--- config.mk ---
export PLATFORM = sky130hd
export DESIGN_NAME = interrupt_storm_detector
export DESIGN_NICKNAME = d
export VERILOG_FILES = /design/src/rtl/core/isd_pkg.sv /design/src/rtl/core/interrupt_storm_detector.sv /design/src/rtl/core/isd_cfg.sv /design/src/rtl/core/isd_core.sv
export SDC_FILE = /design/constraint.sdc
export NUM_CORES = 1
export LEC_CHECK = 0
export BUFFER_PORTS_ARGS = -buffer_cell sky130_fd_sc_hd__clkbuf_2
export CORE_MARGIN = 2
export CORE_UTILIZATION = 35
export CTS_CLUSTER_DIAMETER = 30
export DETAILED_ROUTE_END_ITERATION = 12
export PLACE_DENSITY = 0.49
export SLEW_MARGIN = 15
export SYNTH_ARGS = -nofsm -noshare
export SYNTH_HDL_FRONTEND = slang
export SYNTH_SLANG_ARGS = --single-unit
--- constraint.sdc ---
create_clock -name clk -period 10.66 [get_ports clk]
set_input_delay 2.132 -clock clk [delete_from_list [all_inputs] [get_ports clk]]
set_output_delay 2.132 -clock clk [all_outputs]
set_load 0.03 [all_outputs]
--- src/rtl/core/isd_pkg.sv ---
// Package of the interrupt storm detector: field types, codes and constants.
// No dependencies; used by every module of the block.
package isd_pkg;

  // Width of the tick arithmetic used by the window test.
  localparam int TICK_WIDTH = 32;

  typedef enum logic [1:0] {
    CMD_INTERRUPT = 2'd0,
    CMD_POLL      = 2'd1,
    CMD_TIMER     = 2'd2,
    CMD_OFFLINE   = 2'd3
  } cmd_e;

  typedef enum logic [1:0] {
    MODE_NONE     = 2'd0,
    MODE_ACTIVE   = 2'd1,
    MODE_SUBSIDED = 2'd2
  } mode_e;

  // Configuration register indexes.
  localparam logic [1:0] REG_STORM_WINDOW   = 2'd0;
  localparam logic [1:0] REG_STORM_THRESH   = 2'd1;
  localparam logic [1:0] REG_BACKOFF_INIT   = 2'd2;
  localparam logic [1:0] REG_QUIET_INTERVAL = 2'd3;

  // Register reset values.
  localparam logic [15:0] STORM_WINDOW_RST   = 16'd1000;
  localparam logic [7:0]  STORM_THRESH_RST   = 8'd15;
  localparam logic [15:0] BACKOFF_INIT_RST   = 16'd300;
  localparam logic [31:0] QUIET_INTERVAL_RST = 32'd30000;

  localparam logic [7:0] WCOUNT_MAX = 8'hFF;

  typedef struct packed {
    cmd_e        command;
    logic [31:0] now;
    logic        error_logged;
    logic [31:0] requested_interval;
    logic        others_in_storm;
  } item_t;

  typedef struct packed {
    logic        storm_handled;
    logic        notify;
    logic        disable_banks;
    logic        storm_join;
    logic        storm_leave;
    logic        reenable_banks;
    logic [31:0] next_interval;
    logic [1:0]  mode;
  } result_t;

  typedef struct packed {
    logic [15:0] storm_window;
    logic [7:0]  storm_threshold;
    logic [15:0] backoff_initial;
    logic [31:0] quiet_poll_interval;
  } cfg_t;

endpackage

--- src/rtl/core/interrupt_storm_detector.sv ---
// Top level of the per-CPU corrected-error interrupt storm detector.
// Depends on isd_pkg, isd_cfg and isd_core.
//
// The block takes one command transaction per clock cycle while the input side
// does not stall, and returns exactly one result transaction for each, in order.
// A command is captured in an input register, evaluated against the storm state
// in combinational logic, and its result is captured in the output register.
// The sustained rate is one transaction per cycle while the downstream side
// does not stall; it is set by the storm state update in isd_core, which
// reads and writes the mode, window count, window start and backoff counter in
// the same cycle. The input side stalls only while a result waits in the output
// register and the downstream side stalls. The count of CPUs in storm is kept
// outside: the block pulses storm_join and storm_leave and reads others_in_storm
// with each command. Configuration registers are written through cfg_write,
// cfg_index and cfg_data and take effect for the next command; write them
// only while the block is idle.
module interrupt_storm_detector (
  input  logic              clk,
  input  logic              rst,
  input  logic              item_valid,
  output logic              item_stall,
  input  isd_pkg::item_t    item_data,
  output logic              result_valid,
  input  logic              result_stall,
  output isd_pkg::result_t  result_data,
  input  logic              cfg_write,
  input  logic [1:0]        cfg_index,
  input  logic [31:0]       cfg_data
);

  isd_pkg::cfg_t     cfg;
  isd_pkg::item_t    stage_item;
  logic              stage_valid;
  logic              go;
  isd_pkg::result_t  core_res;

  // The staged command moves on whenever the output register is empty or is
  // being emptied in this cycle.
  assign go         = stage_valid && (!result_valid || !result_stall);
  assign item_stall = stage_valid && !go;

  isd_cfg u_cfg (
    .clk       (clk),
    .rst       (rst),
    .cfg_write (cfg_write),
    .cfg_index (cfg_index),
    .cfg_data  (cfg_data),
    .cfg       (cfg)
  );

  isd_core u_core (
    .clk  (clk),
    .rst  (rst),
    .go   (go),
    .item (stage_item),
    .cfg  (cfg),
    .res  (core_res)
  );

  // Input register.
  always_ff @(posedge clk) begin
    if (rst) begin
      stage_valid <= 1'b0;
    end else if (item_valid && !item_stall) begin
      stage_valid <= 1'b1;
    end else if (go) begin
      stage_valid <= 1'b0;
    end
  end

  always_ff @(posedge clk) begin
    if (item_valid && !item_stall) begin
      stage_item <= item_data;
    end
  end

  // Output register.
  always_ff @(posedge clk) begin
    if (rst) begin
      result_valid <= 1'b0;
    end else if (go) begin
      result_valid <= 1'b1;
    end else if (!result_stall) begin
      result_valid <= 1'b0;
    end
  end

  always_ff @(posedge clk) begin
    if (go) begin
      result_data <= core_res;
    end
  end

endmodule

--- src/rtl/core/isd_cfg.sv ---
// Configuration register file of the interrupt storm detector.
// Depends on isd_pkg for register indexes, reset values and cfg_t.
module isd_cfg (
  input  logic             clk,
  input  logic             rst,
  input  logic             cfg_write,
  input  logic [1:0]       cfg_index,
  input  logic [31:0]      cfg_data,
  output isd_pkg::cfg_t    cfg
);

  always_ff @(posedge clk) begin
    if (rst) begin
      cfg.storm_window        <= isd_pkg::STORM_WINDOW_RST;
      cfg.storm_threshold     <= isd_pkg::STORM_THRESH_RST;
      cfg.backoff_initial     <= isd_pkg::BACKOFF_INIT_RST;
      cfg.quiet_poll_interval <= isd_pkg::QUIET_INTERVAL_RST;
    end else if (cfg_write) begin
      unique case (cfg_index)
        isd_pkg::REG_STORM_WINDOW:   cfg.storm_window        <= cfg_data[15:0];
        isd_pkg::REG_STORM_THRESH:   cfg.storm_threshold     <= cfg_data[7:0];
        isd_pkg::REG_BACKOFF_INIT:   cfg.backoff_initial     <= cfg_data[15:0];
        isd_pkg::REG_QUIET_INTERVAL: cfg.quiet_poll_interval <= cfg_data;
        default: ;
      endcase
    end
  end

endmodule

--- src/rtl/core/isd_core.sv ---
// Storm state and per-command decision logic of the interrupt storm detector.
// Depends on isd_pkg; the state advances on each cycle in which go is high.
module isd_core (
  input  logic              clk,
  input  logic              rst,
  input  logic              go,
  input  isd_pkg::item_t    item,
  input  isd_pkg::cfg_t     cfg,
  output isd_pkg::result_t  res
);

  isd_pkg::mode_e                   storm_mode, storm_mode_next;
  logic [7:0]                       window_count, window_count_next;
  logic [isd_pkg::TICK_WIDTH-1:0]   window_start, window_start_next;
  logic [15:0]                      backoff_count, backoff_count_next;

  logic [isd_pkg::TICK_WIDTH-1:0]   tick_now;
  logic [isd_pkg::TICK_WIDTH-1:0]   win_diff;
  logic                             in_window;

  // The window is still open while now has not passed start plus window.
  assign tick_now  = isd_pkg::TICK_WIDTH'(item.now);
  assign win_diff  = tick_now - window_start - isd_pkg::TICK_WIDTH'(cfg.storm_window);
  assign in_window = (win_diff == '0) || win_diff[isd_pkg::TICK_WIDTH-1];

  always_comb begin
    storm_mode_next    = storm_mode;
    window_count_next  = window_count;
    window_start_next  = window_start;
    backoff_count_next = backoff_count;
    res                = '0;

    case (item.command)
      isd_pkg::CMD_INTERRUPT: begin
        if (storm_mode != isd_pkg::MODE_NONE) begin
          res.storm_handled = 1'b1;
        end else begin
          if (in_window) begin
            if (window_count != isd_pkg::WCOUNT_MAX) begin
              window_count_next = window_count + 8'd1;
            end
          end else begin
            window_count_next = 8'd1;
            window_start_next = tick_now;
          end
          if (window_count_next <= cfg.storm_threshold) begin
            res.notify = 1'b1;
          end else begin
            res.disable_banks  = 1'b1;
            res.storm_join     = 1'b1;
            res.storm_handled  = 1'b1;
            res.next_interval  = 32'(cfg.storm_window);
            storm_mode_next    = isd_pkg::MODE_ACTIVE;
            backoff_count_next = cfg.backoff_initial;
          end
        end
      end
      isd_pkg::CMD_POLL: begin
        if (storm_mode != isd_pkg::MODE_NONE) begin
          res.storm_handled = 1'b1;
          if (item.error_logged) begin
            backoff_count_next = cfg.backoff_initial;
          end else if (backoff_count != 16'd0) begin
            backoff_count_next = backoff_count - 16'd1;
          end
        end
      end
      isd_pkg::CMD_TIMER: begin
        if (storm_mode == isd_pkg::MODE_ACTIVE && backoff_count != 16'd0) begin
          res.notify        = 1'b1;
          res.next_interval = 32'(cfg.storm_window);
        end else if (storm_mode != isd_pkg::MODE_NONE) begin
          // Active storms step down to subsided, and leave entirely once
          // no other CPU is still storming.
          if (storm_mode == isd_pkg::MODE_ACTIVE) begin
            storm_mode_next = isd_pkg::MODE_SUBSIDED;
            res.storm_leave = 1'b1;
          end
          if (!item.others_in_storm) begin
            storm_mode_next    = isd_pkg::MODE_NONE;
            res.reenable_banks = 1'b1;
          end
          res.next_interval = cfg.quiet_poll_interval;
        end else begin
          res.next_interval = item.requested_interval;
        end
      end
      default: begin
        res.storm_leave = (storm_mode == isd_pkg::MODE_ACTIVE);
        storm_mode_next = isd_pkg::MODE_NONE;
      end
    endcase

    res.mode = storm_mode_next;
  end

  always_ff @(posedge clk) begin
    if (rst) begin
      storm_mode    <= isd_pkg::MODE_NONE;
      window_count  <= '0;
      window_start  <= '0;
      backoff_count <= '0;
    end else if (go) begin
      storm_mode    <= storm_mode_next;
      window_count  <= window_count_next;
      window_start  <= window_start_next;
      backoff_count <= backoff_count_next;
    end
  end

endmodule

==> results.json, run 1 <==
{
  "cts_root_buffer": "clkbuf_16",
  "endpoint_kind": "flip-flop",
  "die_y_um": 193,
  "period_needed_ns": 6.38,
  "grt_max_degree": 80,
  "hpwlAfterDp_mm": 24.2,
  "nNetsFinal": 1731,
  "worst_r2r_startpoint": "u_cfg.cfg[56]",
  "initial_utilization": 0.354,
  "cp.required_ns": 11.12,
  "cap_violations": 0,
  "num_rows": 69,
  "layout-drive-gt1-share": 0.190,
  "hold_depth": 2,
  "critPathCapture": "u_core.backoff_count[0]",
  "nFillCells": 3512,
  "io_buffer_count": 148,
  "postCtsSetupRepairBufs": 0,
  "cts_hold_buffers": 0,
  "multiInputGateArea_um2": 5960,
  "async_reset_ff_frac": 0,
  "synth_cell_types": 74,
  "reg2reg_slack_ns": 4.28,
  "numCtsBuffers": 68,
  "cts_tree": "done",
  "worstReg2RegEnd": "u_core.backoff_count[0]",
  "clock_skew_ns": 0.0241,
  "grt_pass1_vias": 10300,
  "clk_path_buf_depth": 3,
  "die_area_um2": 37300,
  "vias_per_cell": 5.01,
  "synth.net_count": 1574,
  "ant_nets": 0,
  "vias": 10400,
  "core_um2": 35400,
  "syn_area_per_cell_um2": 9.00,
  "seq_area_um2": 5860,
  "grt_overflow": 0,
  "antennaDiodeCount": 0,
  "syn_area_um2": 12500,
  "yosysWarningCount": 0,
  "crit_fanout": 32,
  "postCtsResizedCells": 0,
  "cp.arrival_ns": 6.84,
  "area_growth_pct": 27.6,
  "place.gp.congestion": 0.886,
  "period_share": 0.598,
  "synth-edff-count": 107,
  "wire_per_inst_um": 16.9,
  "clk_latency_ns": 0.57,
  "worst_slew_pin_slew_ns": 1.10,
  "crit_start": "u_cfg.cfg[56]",
  "ioPinCount": 149,
  "cts_sinks": 239,
  "htreeDepth": 3,
  "power_density_nw_per_um2": 211,
  "postSynthCellCount": 1393,
  "rsz0062_at_grt": "no",
  "critical_path_class": "flip-flop to flip-flop",
  "yosysSeqAreaShare": 0.467,
  "drt_iter0_drc": 550,
  "fmax_mhz": 157,
  "setup_viol": 0,
  "final_util": 0.452,
  "power_leakage_uw": 0.00660,
  "groute.usage.overall": 0.187,
  "crit_path_start_kind": "flip-flop",
  "hp-class": "flip-flop to flip-flop",
  "drt-pass1-iter-count": 5,
  "grt_pass1_wl_mm": 55.7,
  "status": "finished, final reports clean",
  "drv_slew": 0,
  "drc": 0,
  "vdd_drop_max_v": 0.000121,
  "clk_pin_slew_ns": 0.04,
  "ys.flop_type": "dfxtp_1",
  "wl_mm": 35.0,
  "tns_ns": 0,
  "slew_headroom": 0.262,
  "antenna_found_initial": 0,
  "die_w_um": 193,
  "ys_seq_elements": 239,
  "worstRegToRegCells": 23,
  "hold_viol_final": 0
}
## layer usage
metal  vias to the layer above  track usage  part of all wire  wire length, um
met3                        88       0.0403             0.043             1500
met1                      4875        0.237              0.45            15700
li1                       5155            -                 -                -
met2                       237        0.308              0.47            16500
met5                         -            0                 0                0
met4                         0       0.0806             0.037             1280
## worst max-delay path, cell delays in order, from the launching register on
cell	delay (ns)
dfxtp_1	0.36
inv_1	0.11
fa_1	0.59
ha_1	0.18
nor2_1	0.06
fa_1	0.40
nand2b_1	0.18
a21oi_1	0.32
a21oi_2	0.17
nor2_1	0.30
a311oi_1	0.19
or4_4	0.53
nor4b_4	0.51
a21oi_2	0.31
nor3_1	0.33
ha_1	0.30
nand3_1	0.07
nor3_1	0.04
a21oi_1	0.22
nand3_1	0.13
a211oi_2	0.19
buf_4	0.34
o21ai_0	0.15
a221oi_1	0.29
## cell families after synthesis
logic type | synth area share
simple gates | 0.180
compound gates | 0.145
flops | 0.467
buf+inv | 0.0607
fa+ha+maj | 0.0834
mux | 0.0439
xor+xnor | 0.0203
## layout make-up
cell class	instances	share of cell area
Multi-Input combinational cell	964	0.373
Sequential cell	239	0.366
Timing Repair Buffer	164	0.0538
Clock inverter	39	0.0312
Tap cell	461	0.0361
Inverter	113	0.0265
Clock buffer	85	0.114
## power by group
| part | total (uW) | switching (uW) | internal [uW] |
|---|---|---|---|
| clock network | 2030 | 621 | 1400 |
| registers | 1020 | 21.8 | 1000 |
| logic | 329 | 213 | 116 |
| total | 3380 | 856 | 2520 |
## worst min-delay path by stage
| stage | slack (ns) | to | start |
|---|---|---|---|
| final | 0.45 | u_cfg.cfg[25] | u_cfg.cfg[25] |
| after global routing | 0.47 | u_cfg.cfg[24] | u_cfg.cfg[24] |
| after CTS | 0.45 | u_cfg.cfg[24] | u_cfg.cfg[24] |
| after detailed placement | 0.45 | u_cfg.cfg[36] | u_cfg.cfg[36] |
| after global placement | 0.44 | u_cfg.cfg[36] | u_cfg.cfg[36] |
| after floorplan | 0.43 | u_cfg.cfg[36] | u_cfg.cfg[36] |
## metrics by stage
stage / setup slack (ns) / power (uW) / hold WS (ns) / instances / area (um2)
2_1_floorplan: 4.68 / 1260 / 0.433 / 1393 / 12500
3_3_place_gp: 4.46 / 1370 / 0.442 / 1941 / 13700
3_5_place_dp: 4.31 / 1370 / 0.446 / 1941 / 13700
4_1_cts: 4.30 / 3420 / 0.452 / 2065 / 16000
5_1_grt: 3.90 / 3510 / 0.466 / 2065 / 16000
6_report: 4.28 / 3380 / 0.452 / 2065 / 16000
## placed cells by master (no fill, tap or decap), types with 20 or more instances in the layout
cell | synthesis | layout
clkbuf_16 | 0 | 68
mux2i_1 | 55 | 55
inv_1 | 112 | 111
xnor2_1 | 22 | 22
o21ai_0 | 48 | 48
nand2_1 | 318 | 318
a21oi_1 | 125 | 125
nor3_1 | 20 | 20
nor2_1 | 59 | 58
clkbuf_2 | 0 | 148
nand3_1 | 39 | 39
dfxtp_1 | 132 | 132
edfxtp_1 | 107 | 107
ha_1 | 58 | 58
## Yosys cell counts, types with 6 or more instances
cell type  number  area [um2]
buf_1           7        26.3
dfxtp_1       132        2640
buf_2           8        40.0
o21ai_0        48         240
nor2b_1         7        43.8
inv_1         112         420
a22oi_1         6        45.0
nand2_1       318        1190
nand4_1        16         100
and3_1          6        37.5
o21ai_1        13        65.1
ha_1           58         726
xor2_1          7        61.3
a21o_1          8        60.1
edfxtp_1      107        3210
xnor2_1        22         193
fa_1           16         320
nor4_1          8        50.1
o21a_1          8        60.1
or3_1           7        43.8
nand2b_1        7        43.8
nand3_1        39         195
o31ai_1         6        45.0
nor2_1         59         221
a21oi_1       125         626
nor3_1         20         100
a211oi_1       14         105
mux2i_1        55         551
clkbuf_1       56         210
o22ai_1        11        68.8
## registers in the layout, indices dropped and copies added, names as in the netlist
| name | count |
|---|---|
| result_data | 39 |
| u_cfg.cfg | 72 |
| result_valid | 1 |
| stage_item | 68 |
| u_core.window_start | 32 |
| u_core.storm_mode | 2 |
| u_core.backoff_count | 16 |
| u_core.window_count | 8 |
| stage_valid | 1 |
(Power assumes the default switching activity.)
==> inputs of run 2 (changes only) <==
clock period = 6.5 ns   (was 10.66 ns; I/O delays follow)
==> run 2 against run 1 <==
Effect of this change:
- cell area fell by 0.69%
- sequential power rose by 65%
- global-route usage rose by 0.31 points
- critical path type unchanged
- largest power group unchanged
==> results.json, run 2 (synthesis gave the netlist of run 1 again) <==
{
  "status": "finished, final reports clean",
  "seqPwrFrac": 0.314,
  "drt-pass1-iter-count": 7,
  "wl_mm": 35.5,
  "initial_utilization": 0.354,
  "critical_path_class": "flip-flop to flip-flop",
  "cts_tree": "done",
  "hold_viol_final": 0,
  "vdd_drop_max_v": 0.000285,
  "total_power_uw": 5340,
  "multiInputGateArea_um2": 5960,
  "grt_pass1_vias": 10500,
  "cts_sinks": 239,
  "num_rows": 69,
  "die_w_um": 193,
  "placed_cell_area_um2": 13700,
  "top_regs": "u_cfg.cfg: 72 flops, stage_item: 68 flops, result_data: 39 flops",
  "vias_per_cell": 5.05,
  "fmax_mhz": 166,
  "switching_share": 0.250,
  "cp.required_ns": 6.81,
  "worst_slew_pin_slew_ns": 1.07,
  "antenna_found_initial": 0,
  "clk_latency_ns": 0.61,
  "postCtsSetupRepairBufs": 0,
  "ioPinCount": 149,
  "io_buffer_count": 148,
  "period_share": 0.927,
  "max_stage_delay_ns": 0.58,
  "core_um2": 35400,
  "crit_fanout": 14,
  "drt_iter0_drc": 572,
  "final_common_cell": "nand2_1",
  "largest_reg_flops": 72,
  "endpoint_kind": "flip-flop",
  "clkPwrFrac": 0.583,
  "cp_num_buf_inv": 3,
  "tns_ns": 0,
  "ant_nets": 0,
  "cp.arrival_ns": 6.34,
  "numCtsBuffers": 61,
  "hpwlAfterDp_mm": 24.8,
  "mostFrequentLayoutCells": "nand2_1 (318), clkbuf_2 (148), dfxtp_1 (132)",
  "area_growth_pct": 26.7,
  "antennaDiodeCount": 0,
  "groute.usage.overall": 0.190,
  "grt_pass1_wl_mm": 56.8,
  "grt_max_degree": 80,
  "seq_area_um2": 5860,
  "cts_root_buffer": "clkbuf_16",
  "setup_viol": 0,
  "period_needed_ns": 6.02,
  "clk_pin_slew_ns": 0.05,
  "grt_overflow": 0,
  "rsz0062_at_grt": "no",
  "fin_area_um2": 15900,
  "layout-drive-gt1-share": 0.187,
  "die_area_um2": 37300,
  "wire_per_inst_um": 17.2,
  "cp_top_family": "compound AO/OA/AOI/OAI gates",
  "drv_slew": 0,
  "power_density_nw_per_um2": 336,
  "crit_slowest_cell": "a2111oi_4",
  "place.gp.congestion": 0.899,
  "power_leakage_uw": 0.00653,
  "nFillCells": 3527,
  "cts_hold_buffers": 0,
  "path_cells": "inv_1 > fa_1 > inv_1 > ha_1 > nand4_1 > a211oi_1 > nor3_1 > or3_1 > a21boi_1 > o21ai_0 > a2111oi_4 > a21oi_2 > a21oi_1 > ha_1 > nor2b_1 > o21a_1 > o21a_1 > o21ai_0 > nand3b_1 > nand3_1 > a211oi_2 > buf_4 > nand2_1 > o21ai_0",
  "p_switching_uw": 1330,
  "critPathMostFrequentCell": "o21ai_0",
  "top_register": "u_cfg.cfg",
  "die_y_um": 193,
  "clock_skew_ns": 0.0244,
  "crit_path_start_kind": "flip-flop",
  "pwr-share-comb": 0.103,
  "vias": 10400,
  "p_int_uw": 4000,
  "slew_headroom": 0.283,
  "htreeDepth": 2,
  "drc": 0,
  "nNetsFinal": 1727,
  "cap_violations": 0,
  "hp-class": "flip-flop to flip-flop",
  "clk_path_buf_depth": 3
}
-- run 2: changes by cell type in the layout (fill, tap and decap cells not counted), moves of 2 or more --
cell | previous run | this run
buf_4 | 16 | 18
clkinv_2 | 11 | 9
clkinv_1 | 3 | 7
inv_16 | 2 | 0
clkinvlp_4 | 6 | 10
clkbuf_1 | 12 | 10
inv_6 | 2 | 0
clkbuf_16 | 68 | 63
clkinv_4 | 5 | 0
-- run 2: worst paths after layout --
check / cells past startpoint / slack (ns) / from / endpoint
worst max-delay path: 24 / 0.48 / stage_item[39] / result_data[12]
worst min-delay path: 2 / 0.45 / u_cfg.cfg[24] / u_cfg.cfg[24]
worst max register to register: 24 / 0.48 / stage_item[39] / result_data[12]
worst min register to register: 2 / 0.45 / u_cfg.cfg[24] / u_cfg.cfg[24]
-- run 2: worst min-delay path, stage by stage, from the launching register on --
cell and delay [ns]:
dfxtp_1 0.30, nand2_1 0.05, a21oi_1 0.05
-- run 2: per-layer routing --
layer	wire length (um)	global-route usage	up-vias	part of all wire
li1	-	-	5149	-
met1	15800	0.239	4978	0.45
met2	17100	0.319	206	0.48
met3	1410	0.0357	78	0.040
met4	1100	0.0809	0	0.031
met5	0	0	-	0
-- run 2: power by group through the flow --
stage                     combinational (uW)  sequential, uW  clock, uW
after floorplan                          359            1710          0
after global placement                   550            1700          0
after detailed placement                 549            1700          0
after CTS                                553            1680       3170
after global routing                     610            1680       3270
final                                    547            1680       3110
-- run 2: layout make-up --
type                    count  area share
clock buffers              78       0.106
clock inverters            38      0.0304
inverters                 113      0.0267
multi-input cells         964       0.375
flip-flops and latches    239       0.369
well taps                 461      0.0363
repair buffers            167      0.0564
-- run 2: stage by stage --
step	worst slack, ns	utilization	instances	hold WS, ns
after floorplan	0.854	-	1393	0.433
after global placement	0.550	0.387	1944	0.444
after detailed placement	0.433	0.387	1944	0.447
after CTS	0.406	0.449	2060	0.453
after global routing	0.0375	0.449	2060	0.465
final	0.477	0.449	2060	0.452
-- run 2: timing repair --
item / 4_1_cts / 5_1_grt
endpoints found under the setup margin: 0 / 16
resized for setup: 0 / 1
hold endpoints to repair: 0 / 0
==> inputs of run 3 (changes only) <==
==> constraint.sdc (replaced) <==
create_clock -name clk -period 6.5 [get_ports clk]
set_input_delay 1.625 -clock clk [delete_from_list [all_inputs] [get_ports clk]]
set_output_delay 1.625 -clock clk [all_outputs]
set_load 0.03 [all_outputs]
==> run 3 against run 2 <==
Effect of this change:
- worst hold slack worse by 0.00066 ns
- non-clock buffer count is the same
- combinational power hardly changed
- clock power shrank 2%
- count of clock-buffer cells in the layout shrank 5
- sequential share of layout area about the same
- setup slack better by 0.0090 ns
- critical path type unchanged
- largest power group unchanged
==> results.json, run 3 (synthesis gave the netlist of run 1 again) <==
{
  "vias": 10300,
  "place.gp.congestion": 0.896,
  "ant_nets": 0,
  "tns_ns": 0,
  "pwr-share-comb": 0.104,
  "period_share": 0.925,
  "htreeDepth": 2,
  "clock_skew_ns": 0.0484,
  "rsz0062_at_grt": "no",
  "fin_area_um2": 15900,
  "p_int_uw": 3920,
  "critical_path_class": "flip-flop to flip-flop",
  "hp-class": "flip-flop to flip-flop",
  "crit_fanout": 14,
  "top_register": "u_cfg.cfg",
  "clk_path_buf_depth": 3,
  "drt-pass1-iter-count": 7,
  "ioPinCount": 149,
  "reg2reg_slack_ns": 0.49,
  "wl_mm": 35.1,
  "area_growth_pct": 26.5,
  "switching_share": 0.256,
  "numCtsBuffers": 60,
  "status": "finished, final reports clean",
  "hold_viol_final": 0,
  "wire_per_inst_um": 17.1,
  "die_y_um": 193,
  "num_rows": 69,
  "cp.arrival_ns": 6.46,
  "crit_start": "u_cfg.cfg[56]",
  "seqPwrFrac": 0.318,
  "fmax_mhz": 166,
  "cap_violations": 0,
  "core_um2": 35400,
  "postCtsResizedCells": 0,
  "endpoint_kind": "flip-flop",
  "grt_max_degree": 80,
  "clk_latency_ns": 0.62,
  "grt_pass1_wl_mm": 55.4,
  "top_regs": "u_cfg.cfg: 72 flops, stage_item: 68 flops, result_data: 39 flops",
  "largest_reg_flops": 72,
  "worst_slew_pin_slew_ns": 1.11,
  "period_needed_ns": 6.01,
  "cts_sinks": 239,
  "cts_tree": "done",
  "power_density_nw_per_um2": 332,
  "drt_iter0_drc": 497,
  "clk_pin_slew_ns": 0.05,
  "setup_viol": 0,
  "antennaDiodeCount": 0,
  "die_area_um2": 37300,
  "critPathCapture": "result_data[9]",
  "vdd_drop_max_v": 0.000201,
  "antenna_found_initial": 0,
  "cts_hold_buffers": 0,
  "groute.usage.overall": 0.186,
  "worst_r2r_startpoint": "u_cfg.cfg[56]",
  "placed_cell_area_um2": 13700,
  "nNetsFinal": 1726,
  "worstRegToRegCells": 24,
  "vias_per_cell": 5.00,
  "grt_pass1_vias": 10200,
  "slew_headroom": 0.260,
  "drc": 0,
  "crit_path_start_kind": "flip-flop",
  "drv_slew": 0,
  "die_w_um": 193,
  "mostFrequentLayoutCells": "nand2_1 (318), clkbuf_2 (148), dfxtp_1 (132)",
  "cts_root_buffer": "clkbuf_16",
  "clkPwrFrac": 0.578,
  "worstReg2RegEnd": "result_data[9]",
  "final_common_cell": "nand2_1",
  "power_leakage_uw": 0.00652,
  "cp.required_ns": 6.94,
  "io_buffer_count": 148,
  "grt_overflow": 0,
  "initial_utilization": 0.354,
  "layout-drive-gt1-share": 0.192,
  "postCtsSetupRepairBufs": 0,
  "p_switching_uw": 1350,
  "min_from": "u_cfg.cfg[18]",
  "hpwlAfterDp_mm": 24.6
}
## run 3: worst min path at each step
stage / to / slack, ns / depth (start not counted)
global placement: u_cfg.cfg[1] / 0.44 / 2
global route: u_cfg.cfg[24] / 0.47 / 2
CTS: u_cfg.cfg[36] / 0.45 / 2
detailed placement: u_cfg.cfg[36] / 0.45 / 2
floorplan: u_cfg.cfg[36] / 0.43 / 2
finish: u_cfg.cfg[18] / 0.45 / 2
## run 3: critical path, stage by stage (launching register included)
cell and delay [ns]:
dfxtp_1 0.35, inv_1 0.11, fa_1 0.57, ha_1 0.19, nor2_1 0.06, fa_1 0.39, nand2b_1 0.21, a21oi_2 0.24
a21oi_2 0.14, a2bb2oi_1 0.20, a311oi_1 0.32, nand4_1 0.18, a311o_1 0.39, nor4b_4 0.34, a21oi_4 0.18, nor3_1 0.28
ha_1 0.28, nand3_1 0.10, nor3_1 0.06, a21oi_1 0.24, nand3_1 0.18, a211oi_4 0.39, buf_4 0.28, nand2_1 0.06
o21ai_0 0.08
## run 3: per-layer routing
| metal | wire, um | global-route usage |
|---|---|---|
| met5 | 0 | 0 |
| met4 | 1000 | 0.0715 |
| met3 | 1480 | 0.0380 |
| met2 | 17000 | 0.311 |
| met1 | 15700 | 0.235 |
## run 3: power groups by stage
| stage | clock network (uW) | registers (uW) | logic (uW) |
|---|---|---|---|
| floorplan | 0 | 1710 | 359 |
| global placement | 0 | 1700 | 550 |
| detailed placement | 0 | 1700 | 546 |
| CTS | 3100 | 1680 | 549 |
| global route | 3180 | 1680 | 609 |
| finish | 3050 | 1680 | 547 |
## run 3: layout make-up
cell class                 instances  area (um2)
sequential                       239        5860
tap                              461         577
clock buffer                      73        1660
inverter                         113         424
fill                            3457       19500
clock inverter                    40         462
multi-input combinational        964        5980
timing repair buffer             167         896
## run 3: stage by stage
step | setup slack (ns) | hold slack, ns | total power [uW] | std cells | util
after floorplan | 0.854 | 0.433 | 2070 | 1393 | -
after CTS | 0.326 | 0.453 | 5330 | 2057 | 0.447
after global routing | 0.0396 | 0.468 | 5470 | 2057 | 0.448
after detailed placement | 0.323 | 0.447 | 2250 | 1944 | 0.387
after global placement | 0.518 | 0.443 | 2250 | 1944 | 0.387
final | 0.486 | 0.452 | 5270 | 2057 | 0.448
